**src/rtl/mrc_pkg.sv**
```systemverilog
package mrc_pkg;

   // Field widths
   localparam int OPCODE_W = 2;
   localparam int CRC_W    = 32;
   localparam int ID_W     = 6;
   localparam int DATA_W   = 64;
   localparam int STATUS_W = 3;
   localparam int LEVEL_W  = 6;
   localparam int MODE_W   = 7;

   // Defaults for the top-level parameters
   localparam int NUM_ENTRIES_DEF = 32;
   localparam int STORE_BYTES_DEF = 8;

   // Opcodes
   localparam logic [OPCODE_W-1:0] OP_LOOKUP = 2'd0;
   localparam logic [OPCODE_W-1:0] OP_REPORT = 2'd1;
   localparam logic [OPCODE_W-1:0] OP_CLEAR  = 2'd2;

   // Entry mode encoding: bit 6 queued, bits 5..0 free / fail count / perm / good
   localparam logic [LEVEL_W-1:0] MODE_FREE   = 6'h00;
   localparam logic [LEVEL_W-1:0] MODE_FAIL1  = 6'h01;
   localparam logic [LEVEL_W-1:0] MODE_FAIL2  = 6'h3D;
   localparam logic [LEVEL_W-1:0] MODE_FAILN  = 6'h3E;
   localparam logic [LEVEL_W-1:0] MODE_GOOD   = 6'h3F;
   localparam logic [MODE_W-1:0]  MODE_QUEUED = 7'h40;

   localparam logic [LEVEL_W-1:0] MAX_FAIL_RESET = 6'd2;

   // Response status codes
   localparam logic [STATUS_W-1:0] ST_GOOD   = 3'd0;
   localparam logic [STATUS_W-1:0] ST_QUEUED = 3'd1;
   localparam logic [STATUS_W-1:0] ST_PERM   = 3'd2;
   localparam logic [STATUS_W-1:0] ST_BUSY   = 3'd3;
   localparam logic [STATUS_W-1:0] ST_DONE   = 3'd4;
   localparam logic [STATUS_W-1:0] ST_BADID  = 3'd5;

   // Mask of the stored bytes
   function automatic logic [DATA_W-1:0] store_mask(input int bytes);
      logic [DATA_W-1:0] m;
      if (bytes >= 8) begin
         m = '1;
      end else if (bytes <= 0) begin
         m = '0;
      end else begin
         m = (DATA_W'(1) << (8 * bytes)) - DATA_W'(1);
      end
      return m;
   endfunction

endpackage

```
**src/rtl/mrc_req_if.sv**
```systemverilog
interface mrc_req_if;
   logic                         valid;
   logic                         ready;
   logic [mrc_pkg::OPCODE_W-1:0] opcode;
   logic [mrc_pkg::CRC_W-1:0]    msg_crc;
   logic [mrc_pkg::ID_W-1:0]     entry_id;
   logic                         result_good;
   logic [mrc_pkg::DATA_W-1:0]   store_data;

   modport source(output valid, opcode, msg_crc, entry_id, result_good, store_data,
                  input ready);
   modport sink(input valid, opcode, msg_crc, entry_id, result_good, store_data,
                output ready);
endinterface

```
**src/rtl/mrc_rsp_if.sv**
```systemverilog
interface mrc_rsp_if;
   logic                         valid;
   logic                         ready;
   logic [mrc_pkg::STATUS_W-1:0] status;
   logic [mrc_pkg::ID_W-1:0]     queue_id;
   logic [mrc_pkg::DATA_W-1:0]   stored_data;
   logic [mrc_pkg::LEVEL_W-1:0]  fail_level;

   modport source(output valid, status, queue_id, stored_data, fail_level,
                  input ready);
   modport sink(input valid, status, queue_id, stored_data, fail_level,
                output ready);
endinterface

```
**src/rtl/mrc_ram.sv**
```systemverilog
module mrc_ram #(
   parameter int WIDTH = 8,
   parameter int DEPTH = 32
) (
   input  logic                     clock,
   input  logic                     wr_en,
   input  logic [$clog2(DEPTH)-1:0] wr_addr,
   input  logic [WIDTH-1:0]         wr_data,
   input  logic [$clog2(DEPTH)-1:0] rd_addr,
   output logic [WIDTH-1:0]         rd_data
);

   logic [WIDTH-1:0] mem [DEPTH];
   logic [WIDTH-1:0] rd_data_ff;

   // Read returns the old contents on a same-address write
   always_ff @(posedge clock) begin
      if (wr_en) begin
         mem[wr_addr] <= wr_data;
      end
      rd_data_ff <= mem[rd_addr];
   end

   assign rd_data = rd_data_ff;

endmodule

```
**src/rtl/message_result_cache.sv**
```systemverilog
// Message result cache: a ring of NUM_ENTRIES message CRCs, each with an outcome state.
// A lookup (opcode 0) walks backward from the insertion pointer, one entry per clock
// through a single registered read port and one CRC comparator, and stops at the first
// free entry, a match, or after a full lap. A hit answers good (with the stored data),
// queued (a failed entry not yet permanent is requeued), permanently failed, or busy when
// the entry is already queued. A miss installs the CRC at the pointer as queued, returns
// its 1-based id and advances the pointer; if that slot is still queued the answer is busy.
// A report (opcode 1) marks an entry good and keeps the low STORE_BYTES bytes of data, or
// bumps its fail count (a good entry restarts at one) up to max_fail. A clear (opcode 2)
// frees every entry at once. Timing: one transfer in at a time; a lookup passes S_SRCH once
// per entry examined (1 to NUM_ENTRIES), bounded by the sequential walk through the entry
// RAMs, then S_MISS on a miss, then S_RESP. A report passes S_RPT and S_RESP, a clear or a
// bad request S_RESP alone. The result sits in an output register, so the next request is
// taken while it waits. The user must write the max_fail register (csr_wr_en / csr_wr_data)
// only while the block is idle, which it does not enforce; values above 62 are held at 62.
module message_result_cache #(
   parameter int NUM_ENTRIES = mrc_pkg::NUM_ENTRIES_DEF,
   parameter int STORE_BYTES = mrc_pkg::STORE_BYTES_DEF
) (
   input  logic                        clock,
   input  logic                        reset,
   mrc_req_if.sink                     req_ch,
   mrc_rsp_if.source                   rsp_ch,
   input  logic                        csr_wr_en,
   input  logic [mrc_pkg::LEVEL_W-1:0] csr_wr_data
);

   localparam int IW = $clog2(NUM_ENTRIES);
   localparam logic [IW-1:0] LAST_IDX = IW'(NUM_ENTRIES - 1);
   localparam logic [mrc_pkg::DATA_W-1:0] STORE_MASK = mrc_pkg::store_mask(STORE_BYTES);

   // Sequencer states
   localparam logic [2:0] S_IDLE = 3'd0;
   localparam logic [2:0] S_SRCH = 3'd1;  // walk the ring, one entry per clock
   localparam logic [2:0] S_MISS = 3'd2;  // check the pointer slot, install
   localparam logic [2:0] S_RPT  = 3'd3;  // update the reported entry
   localparam logic [2:0] S_RESP = 3'd4;  // hand result to the output register

   logic [2:0]             state_ff, state_in;
   logic [IW-1:0]          idx_ff, idx_in;
   logic [IW-1:0]          ptr_ff, ptr_in;
   logic [NUM_ENTRIES-1:0] valid_ff, valid_in;
   logic                   vld_rd_ff;
   logic [mrc_pkg::LEVEL_W-1:0] max_fail_ff, max_fail_in;

   // Captured request
   logic [mrc_pkg::CRC_W-1:0]  crc_ff, crc_in;
   logic                       good_ff, good_in;
   logic [mrc_pkg::DATA_W-1:0] data_ff, data_in;

   // Pending result
   logic [mrc_pkg::STATUS_W-1:0] res_status_ff, res_status_in;
   logic [mrc_pkg::ID_W-1:0]     res_qid_ff, res_qid_in;
   logic [mrc_pkg::DATA_W-1:0]   res_sdata_ff, res_sdata_in;
   logic [mrc_pkg::LEVEL_W-1:0]  res_level_ff, res_level_in;

   // Output register
   logic                         out_valid_ff, out_valid_in;
   logic [mrc_pkg::STATUS_W-1:0] out_status_ff, out_status_in;
   logic [mrc_pkg::ID_W-1:0]     out_qid_ff, out_qid_in;
   logic [mrc_pkg::DATA_W-1:0]   out_sdata_ff, out_sdata_in;
   logic [mrc_pkg::LEVEL_W-1:0]  out_level_ff, out_level_in;

   // Entry RAM ports
   logic                        ram_we_crc, ram_we_mode, ram_we_store;
   logic [mrc_pkg::MODE_W-1:0]  mode_wd;
   logic [mrc_pkg::CRC_W-1:0]   crc_rd;
   logic [mrc_pkg::MODE_W-1:0]  mode_rd;
   logic [mrc_pkg::DATA_W-1:0]  store_rd;

   // Derived values
   logic [mrc_pkg::MODE_W-1:0]  mode_eff;
   logic [mrc_pkg::LEVEL_W-1:0] mode_lo;
   logic [mrc_pkg::LEVEL_W-1:0] fail_base;
   logic [mrc_pkg::LEVEL_W-1:0] fail_next;
   logic [mrc_pkg::ID_W-1:0]    qid_idx;
   logic                        accept;
   logic                        id_ok;
   logic [IW-1:0]               idx_dec;
   logic [IW-1:0]               ptr_inc;

   mrc_ram #(.WIDTH(mrc_pkg::CRC_W), .DEPTH(NUM_ENTRIES)) u_crc_ram (
      .clock   (clock),
      .wr_en   (ram_we_crc),
      .wr_addr (idx_ff),
      .wr_data (crc_ff),
      .rd_addr (idx_in),
      .rd_data (crc_rd)
   );

   mrc_ram #(.WIDTH(mrc_pkg::MODE_W), .DEPTH(NUM_ENTRIES)) u_mode_ram (
      .clock   (clock),
      .wr_en   (ram_we_mode),
      .wr_addr (idx_ff),
      .wr_data (mode_wd),
      .rd_addr (idx_in),
      .rd_data (mode_rd)
   );

   mrc_ram #(.WIDTH(mrc_pkg::DATA_W), .DEPTH(NUM_ENTRIES)) u_store_ram (
      .clock   (clock),
      .wr_en   (ram_we_store),
      .wr_addr (idx_ff),
      .wr_data (data_ff & STORE_MASK),
      .rd_addr (idx_in),
      .rd_data (store_rd)
   );

   assign accept        = req_ch.valid && req_ch.ready;
   assign req_ch.ready  = (state_ff == S_IDLE);

   // A slot with a clear valid bit reads as free
   assign mode_eff = vld_rd_ff ? mode_rd : '0;
   assign mode_lo  = mode_eff[mrc_pkg::LEVEL_W-1:0];

   // Failed report: good restarts from free, count saturates at permanent
   assign fail_base = (mode_lo == mrc_pkg::MODE_GOOD) ? mrc_pkg::MODE_FREE : mode_lo;
   always_comb begin
      fail_next = fail_base + mrc_pkg::LEVEL_W'(1);
      if (fail_next >= max_fail_ff) begin
         fail_next = mrc_pkg::MODE_FAILN;
      end
   end

   assign qid_idx = mrc_pkg::ID_W'(32'(idx_ff) + 32'd1);
   assign id_ok   = (req_ch.entry_id != '0) && (32'(req_ch.entry_id) <= NUM_ENTRIES);
   assign idx_dec = (idx_ff == '0) ? LAST_IDX : idx_ff - IW'(1);
   assign ptr_inc = (ptr_ff == LAST_IDX) ? '0 : ptr_ff + IW'(1);

   always_comb begin
      max_fail_in = max_fail_ff;
      if (csr_wr_en) begin
         max_fail_in = (csr_wr_data > mrc_pkg::MODE_FAILN) ? mrc_pkg::MODE_FAILN
                                                           : csr_wr_data;
      end
   end

   // Sequencer
   always_comb begin
      state_in      = state_ff;
      idx_in        = idx_ff;
      ptr_in        = ptr_ff;
      valid_in      = valid_ff;
      crc_in        = crc_ff;
      good_in       = good_ff;
      data_in       = data_ff;
      res_status_in = res_status_ff;
      res_qid_in    = res_qid_ff;
      res_sdata_in  = res_sdata_ff;
      res_level_in  = res_level_ff;
      ram_we_crc    = 1'b0;
      ram_we_mode   = 1'b0;
      ram_we_store  = 1'b0;
      mode_wd       = mode_eff;

      case (state_ff)
         S_IDLE: begin
            if (accept) begin
               crc_in        = req_ch.msg_crc;
               good_in       = req_ch.result_good;
               data_in       = req_ch.store_data;
               res_status_in = mrc_pkg::ST_BADID;
               res_qid_in    = '0;
               res_sdata_in  = '0;
               res_level_in  = '0;
               case (req_ch.opcode)
                  mrc_pkg::OP_LOOKUP: begin
                     idx_in   = (ptr_ff == '0) ? LAST_IDX : ptr_ff - IW'(1);
                     state_in = S_SRCH;
                  end
                  mrc_pkg::OP_REPORT: begin
                     if (id_ok) begin
                        idx_in   = IW'(32'(req_ch.entry_id) - 32'd1);
                        state_in = S_RPT;
                     end else begin
                        state_in = S_RESP;
                     end
                  end
                  mrc_pkg::OP_CLEAR: begin
                     valid_in      = '0;
                     ptr_in        = '0;
                     res_status_in = mrc_pkg::ST_DONE;
                     state_in      = S_RESP;
                  end
                  default: begin
                     state_in = S_RESP;
                  end
               endcase
            end
         end

         S_SRCH: begin
            if (mode_eff == '0) begin
               idx_in   = ptr_ff;
               state_in = S_MISS;
            end else if (crc_rd == crc_ff) begin
               state_in = S_RESP;
               if ((mode_eff & mrc_pkg::MODE_QUEUED) != '0) begin
                  res_status_in = mrc_pkg::ST_BUSY;
               end else if (mode_lo == mrc_pkg::MODE_GOOD) begin
                  res_status_in = mrc_pkg::ST_GOOD;
                  res_sdata_in  = store_rd & STORE_MASK;
               end else if (mode_lo inside {[mrc_pkg::MODE_FAIL1 : mrc_pkg::MODE_FAIL2]}) begin
                  mode_wd       = mode_eff | mrc_pkg::MODE_QUEUED;
                  ram_we_mode   = 1'b1;
                  res_status_in = mrc_pkg::ST_QUEUED;
                  res_qid_in    = qid_idx;
               end else begin
                  res_status_in = mrc_pkg::ST_PERM;
               end
            end else if (idx_ff == ptr_ff) begin
               // full lap without a match
               idx_in   = ptr_ff;
               state_in = S_MISS;
            end else begin
               idx_in = idx_dec;
            end
         end

         S_MISS: begin
            state_in = S_RESP;
            if ((mode_eff & mrc_pkg::MODE_QUEUED) != '0) begin
               res_status_in = mrc_pkg::ST_BUSY;
            end else begin
               ram_we_crc       = 1'b1;
               ram_we_mode      = 1'b1;
               mode_wd          = mrc_pkg::MODE_QUEUED;
               valid_in[idx_ff] = 1'b1;
               res_status_in    = mrc_pkg::ST_QUEUED;
               res_qid_in       = qid_idx;
               ptr_in           = ptr_inc;
            end
         end

         S_RPT: begin
            state_in      = S_RESP;
            res_status_in = mrc_pkg::ST_DONE;
            if (good_ff) begin
               ram_we_store     = 1'b1;
               ram_we_mode      = 1'b1;
               mode_wd          = {1'b0, mrc_pkg::MODE_GOOD};
               valid_in[idx_ff] = 1'b1;
               res_level_in     = mrc_pkg::MODE_GOOD;
            end else if (fail_base <= mrc_pkg::MODE_FAIL2) begin
               ram_we_mode      = 1'b1;
               mode_wd          = {1'b0, fail_next};
               valid_in[idx_ff] = 1'b1;
               res_level_in     = fail_next;
            end else begin
               // permanently failed: left as it is
               res_level_in = mode_lo;
            end
         end

         S_RESP: begin
            if (!out_valid_ff || rsp_ch.ready) begin
               state_in = S_IDLE;
            end
         end

         default: begin
            state_in = S_IDLE;
         end
      endcase
   end

   // Output register
   always_comb begin
      out_valid_in  = out_valid_ff && !rsp_ch.ready;
      out_status_in = out_status_ff;
      out_qid_in    = out_qid_ff;
      out_sdata_in  = out_sdata_ff;
      out_level_in  = out_level_ff;
      if (state_ff == S_RESP && (!out_valid_ff || rsp_ch.ready)) begin
         out_valid_in  = 1'b1;
         out_status_in = res_status_ff;
         out_qid_in    = res_qid_ff;
         out_sdata_in  = res_sdata_ff;
         out_level_in  = res_level_ff;
      end
   end

   assign rsp_ch.valid       = out_valid_ff;
   assign rsp_ch.status      = out_status_ff;
   assign rsp_ch.queue_id    = out_qid_ff;
   assign rsp_ch.stored_data = out_sdata_ff;
   assign rsp_ch.fail_level  = out_level_ff;

   // Control state
   always_ff @(posedge clock) begin
      if (reset) begin
         state_ff     <= S_IDLE;
         ptr_ff       <= '0;
         valid_ff     <= '0;
         max_fail_ff  <= mrc_pkg::MAX_FAIL_RESET;
         out_valid_ff <= 1'b0;
      end else begin
         state_ff     <= state_in;
         ptr_ff       <= ptr_in;
         valid_ff     <= valid_in;
         max_fail_ff  <= max_fail_in;
         out_valid_ff <= out_valid_in;
      end
   end

   // Payload
   always_ff @(posedge clock) begin
      idx_ff        <= idx_in;
      vld_rd_ff     <= valid_ff[idx_in];
      crc_ff        <= crc_in;
      good_ff       <= good_in;
      data_ff       <= data_in;
      res_status_ff <= res_status_in;
      res_qid_ff    <= res_qid_in;
      res_sdata_ff  <= res_sdata_in;
      res_level_ff  <= res_level_in;
      out_status_ff <= out_status_in;
      out_qid_ff    <= out_qid_in;
      out_sdata_ff  <= out_sdata_in;
      out_level_ff  <= out_level_in;
   end

endmodule

```
**src/flat_wrapper.sv**
```systemverilog
// flat-port wrapper written by rule: the top's interface ports become plain ports
module message_result_cache_flat 
#(
   parameter int NUM_ENTRIES = mrc_pkg::NUM_ENTRIES_DEF,
   parameter int STORE_BYTES = mrc_pkg::STORE_BYTES_DEF
)
  (clock, reset, csr_wr_en, csr_wr_data, req_ch_valid, req_ch_opcode, req_ch_msg_crc, req_ch_entry_id, req_ch_result_good, req_ch_store_data, req_ch_ready, rsp_ch_valid, rsp_ch_status, rsp_ch_queue_id, rsp_ch_stored_data, rsp_ch_fail_level, rsp_ch_ready);
  mrc_req_if req_ch_i ();
  mrc_rsp_if rsp_ch_i ();
  input  logic clock;
  input  logic reset;
  input  logic csr_wr_en;
  input  logic [mrc_pkg::LEVEL_W-1:0] csr_wr_data;
  input wire logic [$bits(req_ch_i.valid)-1:0] req_ch_valid;
  input wire logic [$bits(req_ch_i.opcode)-1:0] req_ch_opcode;
  input wire logic [$bits(req_ch_i.msg_crc)-1:0] req_ch_msg_crc;
  input wire logic [$bits(req_ch_i.entry_id)-1:0] req_ch_entry_id;
  input wire logic [$bits(req_ch_i.result_good)-1:0] req_ch_result_good;
  input wire logic [$bits(req_ch_i.store_data)-1:0] req_ch_store_data;
  output wire logic [$bits(req_ch_i.ready)-1:0] req_ch_ready;
  output wire logic [$bits(rsp_ch_i.valid)-1:0] rsp_ch_valid;
  output wire logic [$bits(rsp_ch_i.status)-1:0] rsp_ch_status;
  output wire logic [$bits(rsp_ch_i.queue_id)-1:0] rsp_ch_queue_id;
  output wire logic [$bits(rsp_ch_i.stored_data)-1:0] rsp_ch_stored_data;
  output wire logic [$bits(rsp_ch_i.fail_level)-1:0] rsp_ch_fail_level;
  input wire logic [$bits(rsp_ch_i.ready)-1:0] rsp_ch_ready;
  assign req_ch_i.valid = req_ch_valid;
  assign req_ch_i.opcode = req_ch_opcode;
  assign req_ch_i.msg_crc = req_ch_msg_crc;
  assign req_ch_i.entry_id = req_ch_entry_id;
  assign req_ch_i.result_good = req_ch_result_good;
  assign req_ch_i.store_data = req_ch_store_data;
  assign req_ch_ready = req_ch_i.ready;
  assign rsp_ch_valid = rsp_ch_i.valid;
  assign rsp_ch_status = rsp_ch_i.status;
  assign rsp_ch_queue_id = rsp_ch_i.queue_id;
  assign rsp_ch_stored_data = rsp_ch_i.stored_data;
  assign rsp_ch_fail_level = rsp_ch_i.fail_level;
  assign rsp_ch_i.ready = rsp_ch_ready;
  message_result_cache #(.NUM_ENTRIES(NUM_ENTRIES), .STORE_BYTES(STORE_BYTES)) u_core (.clock(clock), .reset(reset), .req_ch(req_ch_i), .rsp_ch(rsp_ch_i), .csr_wr_en(csr_wr_en), .csr_wr_data(csr_wr_data));
endmodule
```
**config.mk**
```make
export PLATFORM = sky130hd
export DESIGN_NAME = message_result_cache_flat
export DESIGN_NICKNAME = d
export VERILOG_FILES = /design/src/rtl/mrc_pkg.sv /design/src/rtl/mrc_req_if.sv /design/src/rtl/mrc_rsp_if.sv /design/src/rtl/mrc_ram.sv /design/src/rtl/message_result_cache.sv /design/src/flat_wrapper.sv
export SDC_FILE = /design/constraint.sdc
export NUM_CORES = 2
export LEC_CHECK = 0
export BUFFER_PORTS_ARGS = -buffer_cell sky130_fd_sc_hd__buf_2
export CAP_MARGIN = 20
export CORE_AREA = 5 5 586 819
export CTS_CLUSTER_DIAMETER = 60
export DETAILED_ROUTE_END_ITERATION = 8
export DIE_AREA = 0 0 591 824
export GPL_ROUTABILITY_DRIVEN = 1
export GPL_TIMING_DRIVEN = 0
export PLACE_DENSITY = 0.53
export SLEW_MARGIN = 10
export SYNTH_ARGS = -nofsm -noshare
export SYNTH_HDL_FRONTEND = slang
export SYNTH_SLANG_ARGS = --single-unit
```
**constraint.sdc**
```tcl
create_clock -name clock -period 9.6 [get_ports clock]
set_input_delay 1.44 -clock clock [delete_from_list [all_inputs] [get_ports clock]]
set_output_delay 1.44 -clock clock [all_outputs]
set_load 0.005 [all_outputs]
```
# ---- After elaboration in Yosys (flattened, before gate mapping)
# Memory sizes are Yosys's and may differ from the RTL's. A register that Yosys moved wholly into a read port is not among the register bits.
# Index checks and enable logic that the tools add are counted.
# W data, S select, Z words.
dict set report totals {
  ff_bits 308
  mem_bits_rw 3296
  input_bits 116
  out_inout_bits 81
  elab_cells 179
  n_memories 3
}
# memory words width read_ports rd_clocked_by_memory_dff wr line_no
set memory_table {}
lappend memory_table {u_core.u_store_ram.mem 32 64 1 1 1 mrc_ram.sv:13} ;# logic [WIDTH-1:0] mem [DEPTH];
lappend memory_table {u_core.u_crc_ram.mem 32 32 1 1 1 mrc_ram.sv:13}
lappend memory_table {u_core.u_mode_ram.mem 32 7 1 1 1 mrc_ram.sv:13}
dict set report op_classes {
  add_sub_neg 6
  magnitude_cmp 9
  eq_ne 22
  n_mux 90
  bitwise 1
  n_reduce_logical 30
}
# cell n
set ops {}
lappend ops {{$mux W64} 5}
lappend ops {{$mux W32} 5}
lappend ops {{$pmux W64 S2} 1}
lappend ops {{$pmux W32 S3} 1}
lappend ops {{$mux W6} 13}
lappend ops {{$mux W7} 8}
lappend ops {{$mux W5} 11}
lappend ops {{$mux W3} 11}
lappend ops {{$eq A32 B32 Y1} 1}
lappend ops {{$or A32 B32 Y32} 1}
lappend ops {{$pmux W5 S2} 3}
lappend ops {{$pmux W3 S4} 2}
lappend ops {{$mux W1} 21}
lappend ops {{$pmux W7 S3} 1}
lappend ops {{$le A6 B6 Y1 const B} 3}
lappend ops {{$pmux W6 S3} 1}
lappend ops {{$sub A5 B1 Y5 const B} 3}
lappend ops {{$lt A5 B6 Y1 const B} 2}
lappend ops {{$ne A2 B2 Y1 const B} 6}
lappend ops {{$pmux W6 S2} 1}
lappend ops {{$logic_not A5 Y1} 2}
lappend ops {{$ne A2 B1 Y1 const B} 4}
lappend ops {{$reduce_and A4 Y1} 2}
lappend ops {{$reduce_and A8 Y1} 1}
lappend ops {{37 further kinds} 49}

# ---- Logic depth before layout (Yosys ltp)
dict set report logic_depth {
  depth_word 11
  ltp_mapped 20
  mapped_depth_nobuf 15
}

# ---- By module
# Synthesis repeated with hierarchy kept, for this count alone.
dict set report hier_totals {
  cells_unflattened 6617
  hier_area_um2 140614.9
}
# module instances cells_each area_each_um2 seq_area_each_um2
set modules_own_cells {}
lappend modules_own_cells {{mrc_ram (u_core.u_store_ram)} 1 3097 78964.5 62780.2}
lappend modules_own_cells {{mrc_ram (u_core.u_crc_ram)} 1 2260 40492.6 31390.1}
lappend modules_own_cells {message_result_cache 1 890 12324.3 8718.4}
lappend modules_own_cells {{mrc_ram (u_core.u_mode_ram)} 1 370 8833.5 6866.6}

# ---- Worst setup path before layout
# OpenSTA, ideal clock, no wires.
dict set report synth_path {
  kind {input-to-reg}
  from {input req_ch_valid}
  to {register u_core.res_sdata_ff[0] in the netlist's numbering (enable)}
  setup_ns 0.486
  t_arrival_ns 9.839
  required_ns 9.114
  setup_slack_ns -0.725
  stages 3
  path_buffers 0
  cell_sequence {nor4b_2 -> a21oi_1 -> nor2_1}
}
dict set report synth_between {
  elab_chain_cells 3
}
# item line_no
set synth_rtl {}
lappend synth_rtl {{start: declaration} flat_wrapper.sv:14} ;# input wire logic [$bits(req_ch_i.valid)-1:0] req_ch_valid;
lappend synth_rtl {{$logic_and A1 B1 Y1} message_result_cache.sv:109} ;# assign accept = req_ch.valid && req_ch.ready;
lappend synth_rtl {{$ne A2 B2 Y1 (no line)} --}
lappend synth_rtl {{$reduce_and A6 Y1 (no line)} --}
lappend synth_rtl {{end signal: assignment} message_result_cache.sv:315} ;# res_sdata_ff <= res_sdata_in;
lappend synth_rtl {{end: declaration} message_result_cache.sv:54} ;# logic [mrc_pkg::DATA_W-1:0] res_sdata_ff, res_sdata_in;
# No other way between the ends.
# A chain may end at the register's enable or synchronous reset.

# ---- Final worst setup path
dict set report layout_path {
  from {register u_core.crc_ff[24] in the netlist's numbering}
  to {register u_core.u_store_ram.rd_data_ff[44], in the netlist u_core.u_store_ram.rd_data[44], read port of u_core.u_store_ram.mem}
}
dict set report layout_between {
  elab_chain_cells 4
}
# item line_no
set layout_rtl {}
lappend layout_rtl {{start: declaration} message_result_cache.sv:47} ;# logic [mrc_pkg::CRC_W-1:0] crc_ff, crc_in;
lappend layout_rtl {{start signal: assignment} message_result_cache.sv:310} ;# crc_ff <= crc_in;
lappend layout_rtl {{$eq A32 B32 Y1} message_result_cache.sv:196} ;# end else if (crc_rd == crc_ff) begin
lappend layout_rtl {{$mux W5} message_result_cache.sv:196}
lappend layout_rtl {{$mux W5} message_result_cache.sv:193} ;# if (mode_eff == '0) begin
lappend layout_rtl {{$pmux W5 S2} message_result_cache.sv:156} ;# case (state_ff)
lappend layout_rtl {{net u_core.idx_in[3]} message_result_cache.sv:40} ;# logic [IW-1:0] idx_ff, idx_in;
lappend layout_rtl {{end: declaration} mrc_ram.sv:14} ;# logic [WIDTH-1:0] rd_data_ff;
# The timed path passes the listed nets, and every way through them passes these cells.

==> metrics.cfg <==
[status]
status=completed

[clocking]
cts_root_buf=clkbuf_16
cts_tree=yes
clkTransAtPathRegs_ns=0.06
postCtsSetupBuffers=0
cts-htree-levels=5
numCtsBuffers=372
cts_resized=0
cts.sinks=3707
holdBufCountCts=0
cts_max_path_buffers=4
insertion_delay_ns=0.98

[routing]
wl_per_cell_um=30.8
drtIter0Drc=11929
viasPerCell=5.39
drc=0
route.final.wire_length_mm=531
vias=93042
antenna_left=0
drt_first_pass_iters=6

[logic_synthesis]
ys_seq_area_frac=0.779
syn_nets=9870
synth_cells=9739
synth_xor_area_frac=0.00305
synthAdderAreaFrac=0.00133
synth-seq-cells=3707
synth_edf_count=3551
synth-main-ff-cell=edfxtp_1
synth_mux_area_frac=0.000977
netlist-cell-type-count=66
synth-compound-area-share=0.105
postSynth.asyncResetShare=0
yosys.area_share.simple=0.0864
yosys_warnings=0
syn_area_um2=141000
synth_top_family_by_area=compound AO/OA/AOI/OAI gates
postSynthAreaPerCell_um2=14.5

[floorplan]
fp.dieW_um=591
io_pins=197
core-area_um2=472000
fp.dieH_um=824
initial_utilization=0.298
fp-row-count=299
die_area_um2=487000

[timing]
fin_skew_ns=0.0626
finalCriticalPeriod_ns=7.99
finalHoldViolations=0
rsz0062_at_grt=false
slew_headroom=0.144
drv_slew=0
timing.final.crit_share=0.832
whs_ns=0.418
setup_viol=0
worst_pin_slew_ns=1.27
setup_tns_ns=0
clock.fmax_ghz=0.125

[power_and_ir_drop]
p_clk_frac=0.289
power_density_nw_per_um2=301
switching_share=0.386
p_leak_nw=55.0
vdd_drop_max_uv=308
power_frac_seq=0.376
switching_power_w=0.0195
total_power_w=0.0505
combPwrFrac=0.334
p_int_w=0.0310

[cells_and_area]
area_delta_synth_final_pct=19.2
fill_cells=45506
drive_gt1_frac=0.132
fin_nets=10708

[min_path]
min_to=u_core.rsp_ch.stored_data[45]
min_path_cells=0
hold_path.class=flip-flop to flip-flop
hp-start=u_core.res_sdata_ff[45]

[critical_path]
start_kind=flip-flop
r2r_cells=13
end_kind=flip-flop
slowest_delay_ns=1.10
critical_path.cell_chain=xor2_1 -> nor4_1 -> nand4_1 -> nor2_1 -> o311ai_0 -> o21a_1 -> inv_1 -> or3_1 -> clkbuf_1 -> buf_2 -> clkbuf_1 -> o22ai_1 -> nor4_1
worst-path-stages=13
r2r_start=u_core.crc_ff[24]
critical_path.slowest_cell=edfxtp_1
critical_path_class=flip-flop to flip-flop
r2r_setup_slack_ns=1.61
critPathTopFamily=simple AND/OR/NAND/NOR gates
critPathArrivalTime_ns=8.75
critical_path_required_ns=10.36
reg2reg_to=u_core.u_store_ram.rd_data[44]
worstPathMaxFanout=33
worst-path-buf-inv=4

[grt]
grt_overflow=0
grt_max_degree=34
grt_use_total=0.209
grt_pass1_vias=88504
grt_first_pass_wirelength_mm=720
antenna_found_initial=96

[run]
max-cap-violations=0

[placed_design]
place_congestion=0.950
io_buffers=195
post-dp-hpwl_mm=368

[cell families after synthesis]
| logic type | after synthesis |
|---|---|
| AO/OA/AOI/OAI | 2177 |
| AND/OR/NAND/NOR | 3046 |
| XOR/XNOR | 49 |
| flip-flops | 3707 |
| buffers and inverters | 732 |
| multiplexers | 13 |
| adder cells (fa/ha/maj) | 15 |
[per-layer routing]
layer | vias to the layer above | track usage | share of wire
li1 | 39135 | - | -
met5 | - | 0 | 0.00068
met1 | 47532 | 0.248 | 0.36
met2 | 5106 | 0.341 | 0.48
met4 | 26 | 0.136 | 0.074
met3 | 1243 | 0.0476 | 0.086
[synthesized netlist by cell type, types with 7 or more instances]
library cell	number	area share
edfxtp_1	3551	0.76
nand2_1	2548	0.068
a21oi_1	849	0.030
a32oi_1	826	0.051
o22ai_1	417	0.019
clkbuf_1	371	0.0099
buf_2	225	0.0080
nor2_1	194	0.0052
dfxtp_1	156	0.022
nor4_1	118	0.0052
and3_1	73	0.0032
buf_1	44	0.0012
buf_6	37	0.0030
xor2_1	37	0.0023
nand3_1	36	0.0013
buf_4	29	0.0015
nor3_1	25	0.00089
inv_1	23	0.00061
a31oi_1	18	0.00080
ha_1	15	0.0013
xnor2_1	12	0.00075
o21ai_0	11	0.00039
nor2b_1	10	0.00044
nand2b_1	9	0.00040
a21o_1	7	0.00037
a22oi_1	7	0.00037
mux2i_1	7	0.00050
[area by class of cell]
cell class              instances  area, µm²  area share
flip-flops and latches       3707     110000       0.654
multi-input cells            5300      28200       0.168
clock buffers                 484      10100      0.0604
well taps                    6321       7910      0.0471
repair buffers                464       6200      0.0369
plain buffers                 708       3370      0.0201
clock inverters               205       2020      0.0120
diodes                         53        133    0.000790
inverters                      24       90.1    0.000537
[power groups by stage]
stage	combinational (W)	clock [W]	sequential (W)
after global placement	0.0160	0	0.0195
after CTS	0.0164	0.0148	0.0191
final	0.0169	0.0146	0.0190
after floorplan	0.00838	0	0.0192
after global routing	0.0175	0.0154	0.0190
after detailed placement	0.0164	0	0.0195
[worst max-delay path by stage]
stage	endpoint	from	slack, ns
after floorplan	u_core.res_sdata_ff[0]	req_ch_valid	1.64
after global placement	u_core.res_sdata_ff[41]	req_ch_valid	-6.68
after detailed placement	u_core.u_store_ram.rd_data[42]	u_core.crc_ff[25]	1.53
after CTS	u_core.u_store_ram.rd_data[44]	u_core.crc_ff[25]	1.44
after global routing	u_core.u_store_ram.rd_data[44]	u_core.crc_ff[2]	1.85
final	u_core.u_store_ram.rd_data[44]	u_core.crc_ff[24]	1.61
[through the flow]
stage	utilization	area (µm²)	instances	worst slack [ns]
after global placement	0.317	150000	16255	-6.68
after CTS	0.354	167000	17169	1.44
after detailed placement	0.328	155000	16480	1.53
after floorplan	-	141000	9739	1.64
after global routing	0.355	168000	17227	1.85
final	0.355	168000	17266	1.61
[worst register-to-register path, cell delays in order, from the launching register on]
cell,delay (ns)
edfxtp_1,1.10
xor2_1,0.51
nor4_1,0.78
nand4_1,0.42
nor2_1,0.45
o311ai_0,0.21
o21a_1,0.45
inv_1,0.54
or3_1,0.39
clkbuf_1,0.25
buf_2,0.89
clkbuf_1,0.60
o22ai_1,0.33
nor4_1,0.86
[flip-flops by register name, summed over array words and instances (netlist names), 64 cells and up]
name	cells
u_core.data_ff	64
u_core.rsp_ch.stored_data	64
u_core.u_crc_ram.mem	1024
u_core.u_mode_ram.mem	224
u_core.u_store_ram.rd_data	64
u_core.res_sdata_ff	64
u_core.u_store_ram.mem	2048
[placed cells by master, fill, tap and decap left out, types with 53 or more instances in the layout]
| cell | n |
|---|---|
| a32oi_1 | 826 |
| edfxtp_1 | 3551 |
| nand2_1 | 2548 |
| clkinv_1 | 59 |
| nor2_1 | 115 |
| dfxtp_1 | 156 |
| and3_1 | 73 |
| buf_12 | 138 |
| a21oi_1 | 849 |
| buf_2 | 421 |
| clkbuf_1 | 422 |
| clkinv_2 | 76 |
| clkbuf_16 | 379 |
| buf_6 | 63 |
| o22ai_1 | 417 |
| nor4_1 | 118 |
| nor2_4 | 66 |
| diode_2 | 53 |
No activity file was read; power rests on OpenSTA's default activity.
